File: config.mk
export PLATFORM = sky130hd
export DESIGN_NAME = cbps_seq
export DESIGN_NICKNAME = d
export VERILOG_FILES = /design/src/hw/rtl/cbps_pkg.sv /design/src/hw/rtl/cbps_seq.sv
export SDC_FILE = /design/constraint.sdc
export NUM_CORES = 1
export LEC_CHECK = 0
export BUFFER_PORTS_ARGS = -buffer_cell sky130_fd_sc_hd__buf_2
export CAP_MARGIN = 0
export CELL_PAD_IN_SITES_DETAIL_PLACEMENT = 2
export CELL_PAD_IN_SITES_GLOBAL_PLACEMENT = 2
export CORE_UTILIZATION = 25
export DETAILED_ROUTE_END_ITERATION = 16
export PLACE_DENSITY_LB_ADDON = 0.3
export SLEW_MARGIN = 40
export SYNTH_ARGS = -nofsm -noshare
export SYNTH_HDL_FRONTEND = slang
export SYNTH_SLANG_ARGS = --single-unit
File: constraint.sdc
create_clock -name clk -period 10.8 [get_ports clk]
set_input_delay 1.62 -clock clk [delete_from_list [all_inputs] [get_ports clk]]
set_output_delay 1.62 -clock clk [all_outputs]
set_load 0.05 [all_outputs]
File: src/hw/rtl/cbps_pkg.sv
`timescale 1ns / 1ps
`default_nettype none
// ----------------------------------------------------------------------------
// cbps_pkg: shared types and constants of the cubic Bezier point sampler
// Field widths, register indexes and the structs that travel between the
// sequencer, the Bernstein/rotation datapath and the rounding divider.
// ----------------------------------------------------------------------------
package cbps_pkg;

  // Field widths
  localparam int unsigned PW     = 12;  // control point coordinate
  localparam int unsigned TW     = 16;  // cosine, sine, scale
  localparam int unsigned SW     = 6;   // step count and point index
  localparam int unsigned OW     = 16;  // Q12.4 output coordinate
  localparam int unsigned FRAC_W = 4;   // fraction bits of the output
  localparam int unsigned CFG_W  = 12;  // widest configuration register
  localparam int unsigned CFG_IW = 2;   // register index width

  // Datapath widths
  localparam int unsigned WW     = 18;          // Bernstein weight, up to 63^3
  localparam int unsigned BW     = 30;          // Bernstein sum, |B| <= 2048*s^3
  localparam int unsigned CW     = 32;          // trig times scale
  localparam int unsigned CSPLIT = CW / 2;      // split point of the wide multiply
  localparam int unsigned PPW    = 47;          // partial product
  localparam int unsigned RW     = 62;          // rotated numerator
  localparam int unsigned DEN_SH = 24;          // power of two in the divisor
  localparam int unsigned RND_SH = DEN_SH - 1;  // half divisor shift
  localparam int unsigned DW     = RW - DEN_SH; // dividend after the 2^24 step
  localparam int unsigned QW     = 20;          // quotient bits
  localparam int unsigned NLANE  = 2;           // x and y

  // Stream widths
  localparam int unsigned IN_DW  = 8 * PW + 3 * TW;
  localparam int unsigned OUT_DW = 2 * OW;

  // Register indexes
  localparam logic [CFG_IW-1:0] REG_POINT_STEPS = 2'd0;
  localparam logic [CFG_IW-1:0] REG_CENTER_X    = 2'd1;
  localparam logic [CFG_IW-1:0] REG_CENTER_Y    = 2'd2;

  localparam logic [SW-1:0] STEPS_RESET = 6'd8;

  typedef logic signed [PW-1:0] coord_t;

  // Point sample flags that run alongside the data
  typedef struct packed {
    logic vld;
    logic last_pt;
    logic eoc;
  } tag_t;

  // Geometry of one segment
  typedef struct packed {
    coord_t [3:0]          px;
    coord_t [3:0]          py;
    logic signed [TW-1:0]  ca;
    logic signed [TW-1:0]  sa;
    logic [TW-1:0]         sc;
  } pnt_t;

  typedef struct packed {
    pnt_t pnt;
    logic last_seg;
  } seg_t;

  // One point job leaving the sequencer
  typedef struct packed {
    tag_t          tag;
    logic [SW-1:0] idx;
    logic [SW-1:0] inv_idx;
    pnt_t          pnt;
  } job_t;

  // Rotated numerators before the divide
  typedef struct packed {
    tag_t                 tag;
    logic signed [RW-1:0] rx;
    logic signed [RW-1:0] ry;
  } rot_t;

  // Final point
  typedef struct packed {
    tag_t          tag;
    logic [OW-1:0] x;
    logic [OW-1:0] y;
  } res_t;

endpackage
`default_nettype wire

File: src/hw/rtl/cbps_seq.sv
`timescale 1ns / 1ps
`default_nettype none
// ----------------------------------------------------------------------------
// cbps_seq: segment sequencer
// Holds one segment; issues one point job per advancing cycle, i = 0..steps.
// ----------------------------------------------------------------------------
module cbps_seq (
  input  wire logic                    clk,
  input  wire logic                    rst_n,
  input  wire logic                    adv_i,
  input  wire logic                    in_valid,
  output logic                         in_ready,
  input  wire cbps_pkg::seg_t          seg_i,
  input  wire logic [cbps_pkg::SW-1:0] steps_i,
  output cbps_pkg::job_t               job_o
);
  import cbps_pkg::*;

  logic          busy_r;
  logic [SW-1:0] idx_r;
  seg_t          seg_r;
  tag_t          tag_r;
  logic [SW-1:0] idx0_r;
  logic [SW-1:0] inv0_r;
  pnt_t          pnt0_r;
  logic          issue;
  logic          last_issue;
  logic          accept;

  // Issue while the pipeline moves; take a new segment on the last issue
  assign issue      = busy_r && adv_i;
  assign last_issue = issue && (idx_r >= steps_i);
  assign in_ready   = !busy_r || last_issue;
  assign accept     = in_valid && in_ready;

  // Advance the point index
  always_ff @(posedge clk) begin
    if (!rst_n) begin
      busy_r <= 1'b0;
      idx_r  <= '0;
    end else if (accept) begin
      busy_r <= 1'b1;
      idx_r  <= '0;
    end else if (last_issue) begin
      busy_r <= 1'b0;
    end else if (issue) begin
      idx_r <= idx_r + 1'b1;
    end
  end

  // Hold the segment
  always_ff @(posedge clk) begin
    if (accept) begin
      seg_r <= seg_i;
    end
  end

  // Job flags
  always_ff @(posedge clk) begin
    if (!rst_n) begin
      tag_r <= '0;
    end else if (adv_i) begin
      tag_r <= '{vld: issue, last_pt: last_issue, eoc: last_issue && seg_r.last_seg};
    end
  end

  // Job payload
  always_ff @(posedge clk) begin
    if (adv_i) begin
      idx0_r <= idx_r;
      inv0_r <= steps_i - idx_r;
      pnt0_r <= seg_r.pnt;
    end
  end

  assign job_o = '{tag: tag_r, idx: idx0_r, inv_idx: inv0_r, pnt: pnt0_r};

`ifndef SYNTHESIS
  a_accept_busy: assert property (@(posedge clk) disable iff (!rst_n)
    accept |=> busy_r)
    else $error("sequencer not busy after taking a segment");
  a_last_idle: assert property (@(posedge clk) disable iff (!rst_n)
    last_issue && !accept |=> !busy_r)
    else $error("sequencer still busy after its last point");
  a_eoc_last: assert property (@(posedge clk) disable iff (!rst_n)
    tag_r.eoc |-> tag_r.last_pt && tag_r.vld)
    else $error("end of curve on a point that is not the last");
`endif

endmodule
`default_nettype wire

# Word-level counts from Yosys, hierarchy flattened
# Index checks and enable logic that the tools add are counted.
# classes
addsub,2
n_lt_le_gt_ge,1
n_mux,2
n_bitwise,2
reduce_logical,9
# ops
cell,n
6-bit by 1-bit adder with 6-bit output (second input constant),1
6-bit >= comparator,1
6-bit subtractor,1
1-bit logical AND,4
1-bit 2-to-1 mux,2
1-bit inverter,2
2-bit AND reduction,1
2-bit nonzero test,1
2-bit OR reduction,1
1-bit logical NOT,1
1-bit logical OR,1
# word_totals
ff_bits,311
input_bits,155
output_inout_bits,160
elab_cells,46

# Logic depth before layout (Yosys ltp)
# Gate-level depths: netlist of run 1.
# depth
ltp_word,5
ltp_mapped,9
mapped_depth_nobuf,8

# Least setup slack after synthesis of run 1
# No wires, ideal clock.
# synth_timing
kind,in2reg
startpoint,input port steps_i[0] in the netlist's numbering
endpoint,register seg_r[0] in the netlist's numbering (enable)
setup_ns,0.697
arrival_ns,10.073
required_time_ns,10.103
slack_ns,0.030
cell_stages,9
n_path_buf,1
cell_sequence,inv_1 > ha_1 > inv_1 > fa_1 > a21o_1 > a221oi_2 > buf_2 > o21ai_0 > a21oi_1
# synth_via
elab_chain_cells,4
# synth_lines
item,line,rtl
"start, declared",cbps_seq.sv:14,"input wire logic [cbps_pkg::SW-1:0] steps_i,"
6-bit >= comparator,cbps_seq.sv:32,assign last_issue = issue && (idx_r >= steps_i);
1-bit logical AND,cbps_seq.sv:32,
1-bit logical OR,cbps_seq.sv:33,assign in_ready = !busy_r || last_issue;
1-bit logical AND,cbps_seq.sv:34,assign accept = in_valid && in_ready;
via accept,cbps_seq.sv:28,logic accept;
"end signal, assigned",cbps_seq.sv:54,seg_r <= seg_i;
"end, declared",cbps_seq.sv:21,seg_t seg_r;
# The timed path passes the listed nets, and every way through them passes these cells.
# A chain may end at the register's enable or synchronous reset.

# Worst setup path after layout of run 1
# layout_timing
startpoint,input port steps_i[0] in the netlist's numbering
endpoint,output port in_ready
# layout_via
elab_chain_cells,3
# layout_lines
item,line,rtl
6-bit >= comparator,cbps_seq.sv:32,
1-bit logical AND,cbps_seq.sv:32,
1-bit logical OR,cbps_seq.sv:33,
"end, declared",cbps_seq.sv:12,"output logic in_ready,"
# No other way between the ends.

==> results of run 1 <==
[cell type report]
cell class              instances  area, um2  share of cell area, %
diodes                          2       5.00                 0.0379
inverters                      10       37.5                  0.285
multi-input cells              71        566                   4.29
clock inverters                19        158                   1.20
well taps                     518        648                   4.91
clock buffers                  40        916                   6.94
flip-flops and latches        311       9240                   70.0
repair buffers                319       1620                   12.3
[Yosys cell counts (3+ instances only)]
| master | n |
|---|---|
| or4_1 | 4 |
| ha_1 | 7 |
| edfxtp_1 | 301 |
| o21ai_0 | 3 |
| inv_1 | 10 |
| a21boi_0 | 3 |
| nand4_1 | 5 |
| nand2b_1 | 3 |
| a211oi_1 | 5 |
| o31ai_1 | 6 |
| dfxtp_1 | 10 |
| a21oi_1 | 3 |
| nand2_1 | 5 |
[cell families after synthesis]
logic type	share of synthesized area (%)
flip-flops	93.8
adder cells (fa/ha/maj)	1.09
buffers and inverters	0.584
AND/OR/NAND/NOR	1.84
XOR/XNOR	0.178
AO/OA/AOI/OAI	2.51
[cells in the final DEF (no fill, tap or decap), types with 2 or more instances in the layout]
cell / netlist / final
clkinv_2: 0 / 6
clkbuf_16: 0 / 36
o31ai_1: 6 / 6
a21oi_1: 3 / 2
o211ai_1: 2 / 2
diode_2: 0 / 2
a211oi_1: 5 / 5
ha_1: 7 / 7
inv_1: 10 / 10
nand2_1: 5 / 5
dfxtp_1: 10 / 10
nand4_1: 5 / 5
or4_1: 4 / 4
clkbuf_1: 1 / 4
clkinv_1: 0 / 7
o21ai_0: 3 / 3
bufinv_16: 0 / 2
nand2b_1: 3 / 3
edfxtp_1: 301 / 301
o21a_1: 2 / 2
nor3_1: 2 / 2
buf_4: 0 / 3
buf_2: 1 / 313
a21boi_0: 3 / 3
buf_6: 1 / 3
a21o_1: 2 / 2
[registers in the layout, summed over array words and instances (netlist names)]
register and cells:
busy_r 1, idx0_r 6, idx_r 6, inv0_r 6, job_o 147, seg_r 145
[routing by layer]
metal	up-vias	share of wire [%]
met5	-	0.20
met4	8	1.9
met3	41	8.4
met2	218	49
met1	2568	41
li1	2309	-
[stage by stage]
step	area [um2]	hold WS, ps	power (W)	setup slack [ps]	instances
2_1_floorplan	9850	400	0.00160	29.9	395
3_3_place_gp	12100	400	0.00168	4880	1229
3_5_place_dp	12100	405	0.00169	5020	1229
4_1_cts	13200	408	0.00285	5430	1288
5_1_grt	13200	423	0.00290	5250	1288
6_report	13200	411	0.00279	5450	1290
[critical path: cells and delay by family]
| kind | cells | cell delay, ps |
|---|---|---|
| buffers and inverters | 5 | 710 |
| AOI/OAI and AO/OA | 3 | 660 |
| and+or+nand+nor | 1 | 160 |
| adders and majority gates | 2 | 570 |
[power by group]
| group | internal [W] | switching [W] | leakage, nW | total [W] |
|---|---|---|---|---|
| clock network | 0.000657 | 0.000471 | 0.527 | 0.00113 |
| logic | 0.0000491 | 0.000184 | 1.46 | 0.000233 |
| registers | 0.00141 | 0.0000202 | 3.00 | 0.00143 |
[worst min path at each step]
stage	startpoint	end	slack, ps	cells after the start
global placement	seg_r[123]$_DFFE_PP_	job_o[122]$_DFFE_PP_	400	0
detailed placement	seg_r[97]$_DFFE_PP_	job_o[96]$_DFFE_PP_	410	0
global route	seg_r[59]$_DFFE_PP_	job_o[58]$_DFFE_PP_	420	0
finish	seg_r[90]$_DFFE_PP_	job_o[89]$_DFFE_PP_	410	0
CTS	seg_r[90]$_DFFE_PP_	job_o[89]$_DFFE_PP_	410	0
floorplan	seg_r[1]$_DFFE_PP_	job_o[0]$_DFFE_PP_	400	0
==> reports/metrics.sh, run 1 <==
STATUS='completed'
CTS.CLK_SLEW.WORST_PATHS_PS=50
CRITICAL_PATH_CLASS='in2out'
CRITICAL_PATH_CAPTURE_POINT='in_ready'
WORSTPATHREQUIRED_PS=9180
TRANSITION_AT_THE_PIN_WITH_THE_SMALLEST_MAX_TRANSITION_SLACK_PS=759
DIE-HEIGHT_UM=201
SLEW_HEADROOM_PCT=49.4
CLOCK_TREE_FROM_TRITONCTS='built'
GRT_PASS1_WL_MM=36.8
UTILIZATION_AFTER_LAYOUT_PCT=34.1
ROUTEDWLPERCELL_UM=19.4
REMAINING_DRC_ERRORS=0
CRITPATHARRIVALTIME_PS=3730
HPWL_MM=17.4
WORST_SETUP_PATH_START_KIND='primary input'
IRDROPWORSTVDD_uV=127
YOSYS.AREA.TOP_TYPE_SHARE_PCT=91.8
REG2REG_FROM='idx_r[0]$_SDFFE_PP0P_'
CRIT_PATH_CELL_TRACE='buf_2 -> inv_1 -> ha_1 -> inv_1 -> fa_1 -> a21o_1 -> a221oi_2 -> buf_4 -> o21ai_0 -> nand2_1 -> buf_2'
GRT_SETUP_UNREPAIRED='no'
VIAS_PER_CELL=3.99
IO_BUFFER_COUNT=314
NETLIST_AREA_UM2=9850
GRTUSAGEMET2_PCT=20.7
IOPINCOUNT=315
YS_WARN_COUNT=0
MAXSLEWVIOLCOUNT=0
CRIT_END_CATEGORY='output pin'
AREA_DELTA_SYNTH_FINAL_PCT=33.9
FP.DIEW_UM=201
CRITPATHMAXSTAGEDELAY_PS=410
DRIVE_ABOVE_1_SHARE_PCT=48.7
DRT_FIRST_ITER_VIOLATIONS=194
POWER.STATIC_LEAKAGE_nW=4.99
FINALSETUPVIOLCOUNT=0
SYN_AREA_PER_CELL_UM2=24.9
FIRST_GLOBAL_VIAS=5515
DIEAREA_UM2=40200
VIAS=5144
CLOCKBUFFERDEPTH=3
REGTOREGSETUPSLACK_PS=6360
NUMBER_OF_CLOCK_BUFFERS_INSERTED_BY_TRITONCTS=36
USE_MET3_PCT=5.19
HOLD_VIOL=0
TOTALNEGATIVESETUPSLACK_PS=0
SYN_NETS=558
GRT_USAGE_PCT=12.5
POST_CTS.RESIZED_INSTANCES=0
GRT.BUSIEST_LAYER='met2'
FLOORPLAN.INITIALDENSITY_PCT=25.4
CLOCK_SKEW_PS=13.9
YOSYSSEQAREASHARE_PCT=93.8
LAYOUT.FILLER_CELLS=3935
POSTCTSHOLDBUFS=0
DRV_CAP=0
SYNTH-ASYNC-RESET-RATIO_PCT=0
DRTPASS1ITERATIONS=4
SYNTH_TOP_CELL_BY_AREA='edfxtp_1'
CRITICAL-PATH-SLOWEST-CELL='fa_1'
WORSTSKEWPAIRLATENCY_PS=530
MAXCLOCKFREQUENCY_GHz=0.187
CTSHTREEMAXLEVEL=2
TIMING.FINAL.CRIT_PERIOD_PS=5350
YS_TOP_CELLS_BY_AREA='edfxtp_1 92%, dfxtp_1 2.0%, ha_1 0.89%'
GRT-OVFL-TOTAL=0
FLOORPLAN.ROWS=72
LAYOUT_WORST_PATH_CYCLE_SHARE_PCT=49.6
GP_ROUTABILITY_CONGESTION=0.703
R2R_CELLS=10
CTS_NUM_SINKS=311
TIMING.RR.END='seg_r[90]$_DFFE_PP_'
POSTSYNTHCELLCOUNT=395
GLOBAL_ROUTE_MET1_UTILIZATION_PCT=14.6
HOLD_PATH_CLASS='reg2reg'
SYNTH-EDFF-COUNT=301
GRT_ANTENNA_BEFORE_REPAIR=6
ROUTE.ANTENNA.REMAINING_NETS=0
PIN_COUNT_OF_THE_BIGGEST_NET_ENTERING_GLOBAL_ROUTING=78
SYNTH.FF_LATCH_COUNT=311
CRITPATHMAXFANOUT=14
CTS.REPAIR_TIMING.SETUP_BUFFER_COUNT=0
ROUTED_WL_MM=25.1
YOSYSUNIQUECELLTYPES=39
CTS_ROOT_BUFFER='clkbuf_16'
YOSYS_MOST_USED_DFF='edfxtp_1'
POWERDENSITY_nW_PER_UM2=211
CORE_AREA_UM2=38700
LAYOUT.NETS=912
STARTPOINT='steps_i[0]'
Note: power is estimated with default switching activity, not from simulation.
==> run 2: changes to the inputs <==
==> constraint.sdc (replaced) <==
create_clock -name clk -period 5.21 [get_ports clk]
set_input_delay 0.7815 -clock clk [delete_from_list [all_inputs] [get_ports clk]]
set_output_delay 0.7815 -clock clk [all_outputs]
set_load 0.05 [all_outputs]
==> reports/metrics.sh, run 2 (same netlist as run 1, synthesis figures left out) <==
CORE_AREA_UM2=38700  # unchanged
DIE-HEIGHT_UM=201  # unchanged
TIMING.FINAL.CRIT_PERIOD_PS=3770
NUMBER_OF_CLOCK_BUFFERS_INSERTED_BY_TRITONCTS=37  # +2.8%
MIN_DELAY_PATH_DEPTH=0  # unchanged
LAYOUT_WORST_PATH_CYCLE_SHARE_PCT=72.4
DRTPASS1ITERATIONS=4  # unchanged
GRT_PASS1_WL_MM=37.0  # +0.54%
WORSTPATHREQUIRED_PS=4430  # -4750 ps
GRT-OVFL-TOTAL=0  # unchanged
TOTALNEGATIVESETUPSLACK_PS=0  # unchanged
POST_CTS.RESIZED_INSTANCES=0  # unchanged
LAYOUT.NETS=912  # unchanged
FINAL_CELL_MIX='313 x buf_2, 301 x edfxtp_1, 37 x clkbuf_16'
FINALSETUPVIOLCOUNT=0  # unchanged
CRITPATHARRIVALTIME_PS=2990  # -740 ps
REGTOREGSETUPSLACK_PS=2060  # -4300 ps
LAYOUT.FILLER_CELLS=3922  # -0.33%
UTILIZATION_AFTER_LAYOUT_PCT=34.5  # +0.41 points
CTS_ROOT_BUFFER='clkbuf_16'
TIMING.HOLD.WS_PS=416  # +4.87 ps
IOPINCOUNT=315  # unchanged
AREA_DELTA_SYNTH_FINAL_PCT=35.5
FLOORPLAN.ROWS=72  # unchanged
DIEAREA_UM2=40200  # unchanged
CLOCKBUFFERDEPTH=3  # unchanged
LAYOUT.CELLS.MOST_COMMON='buf_2'
R2R_CELLS=9  # -1
FIRST_GLOBAL_VIAS=5719  # +3.7%
MAXSLEWVIOLCOUNT=0  # unchanged
DP_SLACK_PS=1520  # -3500 ps
SLEW_HEADROOM_PCT=51.8  # +2.4 points
VIAS=5172  # +0.54%
LARGEST_REGISTER_FF_COUNT=147  # unchanged
GRT_SETUP_UNREPAIRED='no'
FP.DIEW_UM=201  # unchanged
CTSHTREEMAXLEVEL=2  # unchanged
POSTCTSHOLDBUFS=0  # unchanged
PIN_COUNT_OF_THE_BIGGEST_NET_ENTERING_GLOBAL_ROUTING=98  # +26%
WORSTSKEWPAIRLATENCY_PS=530  # about the same
GRT_USAGE_PCT=12.5  # +0.017 points
CRITICAL_PATH_CLASS='reg2out'
GRT_ANTENNA_BEFORE_REPAIR=6  # unchanged
CRIT_END_CATEGORY='output pin'
CTS.REPAIR_TIMING.SETUP_BUFFER_COUNT=0  # unchanged
DRIVE_ABOVE_1_SHARE_PCT=48.5  # -0.25 points
REMAINING_DRC_ERRORS=0  # unchanged
ROUTEDWLPERCELL_UM=19.4  # about the same
GP_ROUTABILITY_CONGESTION=0.721  # +2.5%
FINAL_WORST_SETUP_SLACK_PS=1440  # -4010 ps
FLOORPLAN.INITIALDENSITY_PCT=25.4  # unchanged
TRANSITION_AT_THE_PIN_WITH_THE_SMALLEST_MAX_TRANSITION_SLACK_PS=723  # -36.0 ps
VIAS_PER_CELL=3.99  # about the same
POWER.STATIC_LEAKAGE_nW=5.06  # +1.4%
POWERDENSITY_nW_PER_UM2=451  # +110%
ROUTED_WL_MM=25.2  # +0.44%
CTS.CLK_SLEW.WORST_PATHS_PS=50  # about the same
MAXCLOCKFREQUENCY_GHz=0.265
WORST_SETUP_PATH_START_KIND='register'
CLOCK_TREE_FROM_TRITONCTS='built'
HPWL_MM=17.4  # +0.14%
HOLD_VIOL=0  # unchanged
HOLD_PATH_CLASS='reg2reg'
STATUS='completed'
DRT_FIRST_ITER_VIOLATIONS=203  # +4.6%
IO_BUFFER_COUNT=314  # unchanged
IRDROPWORSTVDD_uV=186  # +46%
CLOCK_SKEW_PS=11.2  # -2.69 ps
DRV_CAP=0  # unchanged
CRITPATHMAXFANOUT=14  # unchanged
CTS_NUM_SINKS=311  # unchanged
ROUTE.ANTENNA.REMAINING_NETS=0  # unchanged
-- run 2: cell count changes in the layout (fill, tap and decap cells not counted), sizes merged --
cell      before  now
clkinv        15   16
diode          2    3
clkinvlp       1    0
clkbuf        40   42
bufinv         2    6
inv           11   12
buf          319  318
-- run 2: critical path, stage by stage (launching register included) --
cell,delay [ps]
dfxtp_1,430
ha_1,220
inv_1,60
fa_1,400
a21o_1,220
a221oi_2,250
buf_4,240
o21ai_0,210
nand2_1,180
buf_2,280
-- run 2: power by group --
group	internal [W]	switching (W)
sequential	0.00292	0.0000416
clock	0.00160	0.000980
combinational	0.000105	0.000384
total	0.00462	0.00141
-- run 2: final timing paths --
check / from / to
hold / removal: seg_r[16]$_DFFE_PP_ / job_o[15]$_DFFE_PP_
setup / recovery: idx_r[0]$_SDFFE_PP0P_ / in_ready
setup reg to reg: idx_r[0]$_SDFFE_PP0P_ / seg_r[47]$_DFFE_PP_
hold reg to reg: seg_r[16]$_DFFE_PP_ / job_o[15]$_DFFE_PP_
-- run 2: cell type report --
type | count | area [um2] | share of cell area, %
flip-flops and latches | 311 | 9240 | 69.2
repair buffers | 318 | 1650 | 12.3
clock buffers | 42 | 945 | 7.08
well taps | 518 | 648 | 4.85
multi-input cells | 71 | 566 | 4.24
clock inverters | 24 | 264 | 1.98
inverters | 10 | 37.5 | 0.281
diodes | 3 | 7.51 | 0.0562
-- run 2: metal layers --
layer	vias up	routed length, um	share of wire (%)	GRT usage [%]
met4	6	760	3.0	5.59
met5	-	43	0.17	0
met1	2602	9620	38	13.5
li1	2318	-	-	-
met3	53	1680	6.7	4.11
met2	193	13100	52	22.2
-- run 2: per-stage QoR --
step	std cells	power, W	area, um2
2_1_floorplan	395	0.00331	9860
3_3_place_gp	1228	0.00349	12100
3_5_place_dp	1228	0.00351	12100
4_1_cts	1294	0.00614	13300
5_1_grt	1295	0.00625	13300
6_report	1297	0.00603	13400
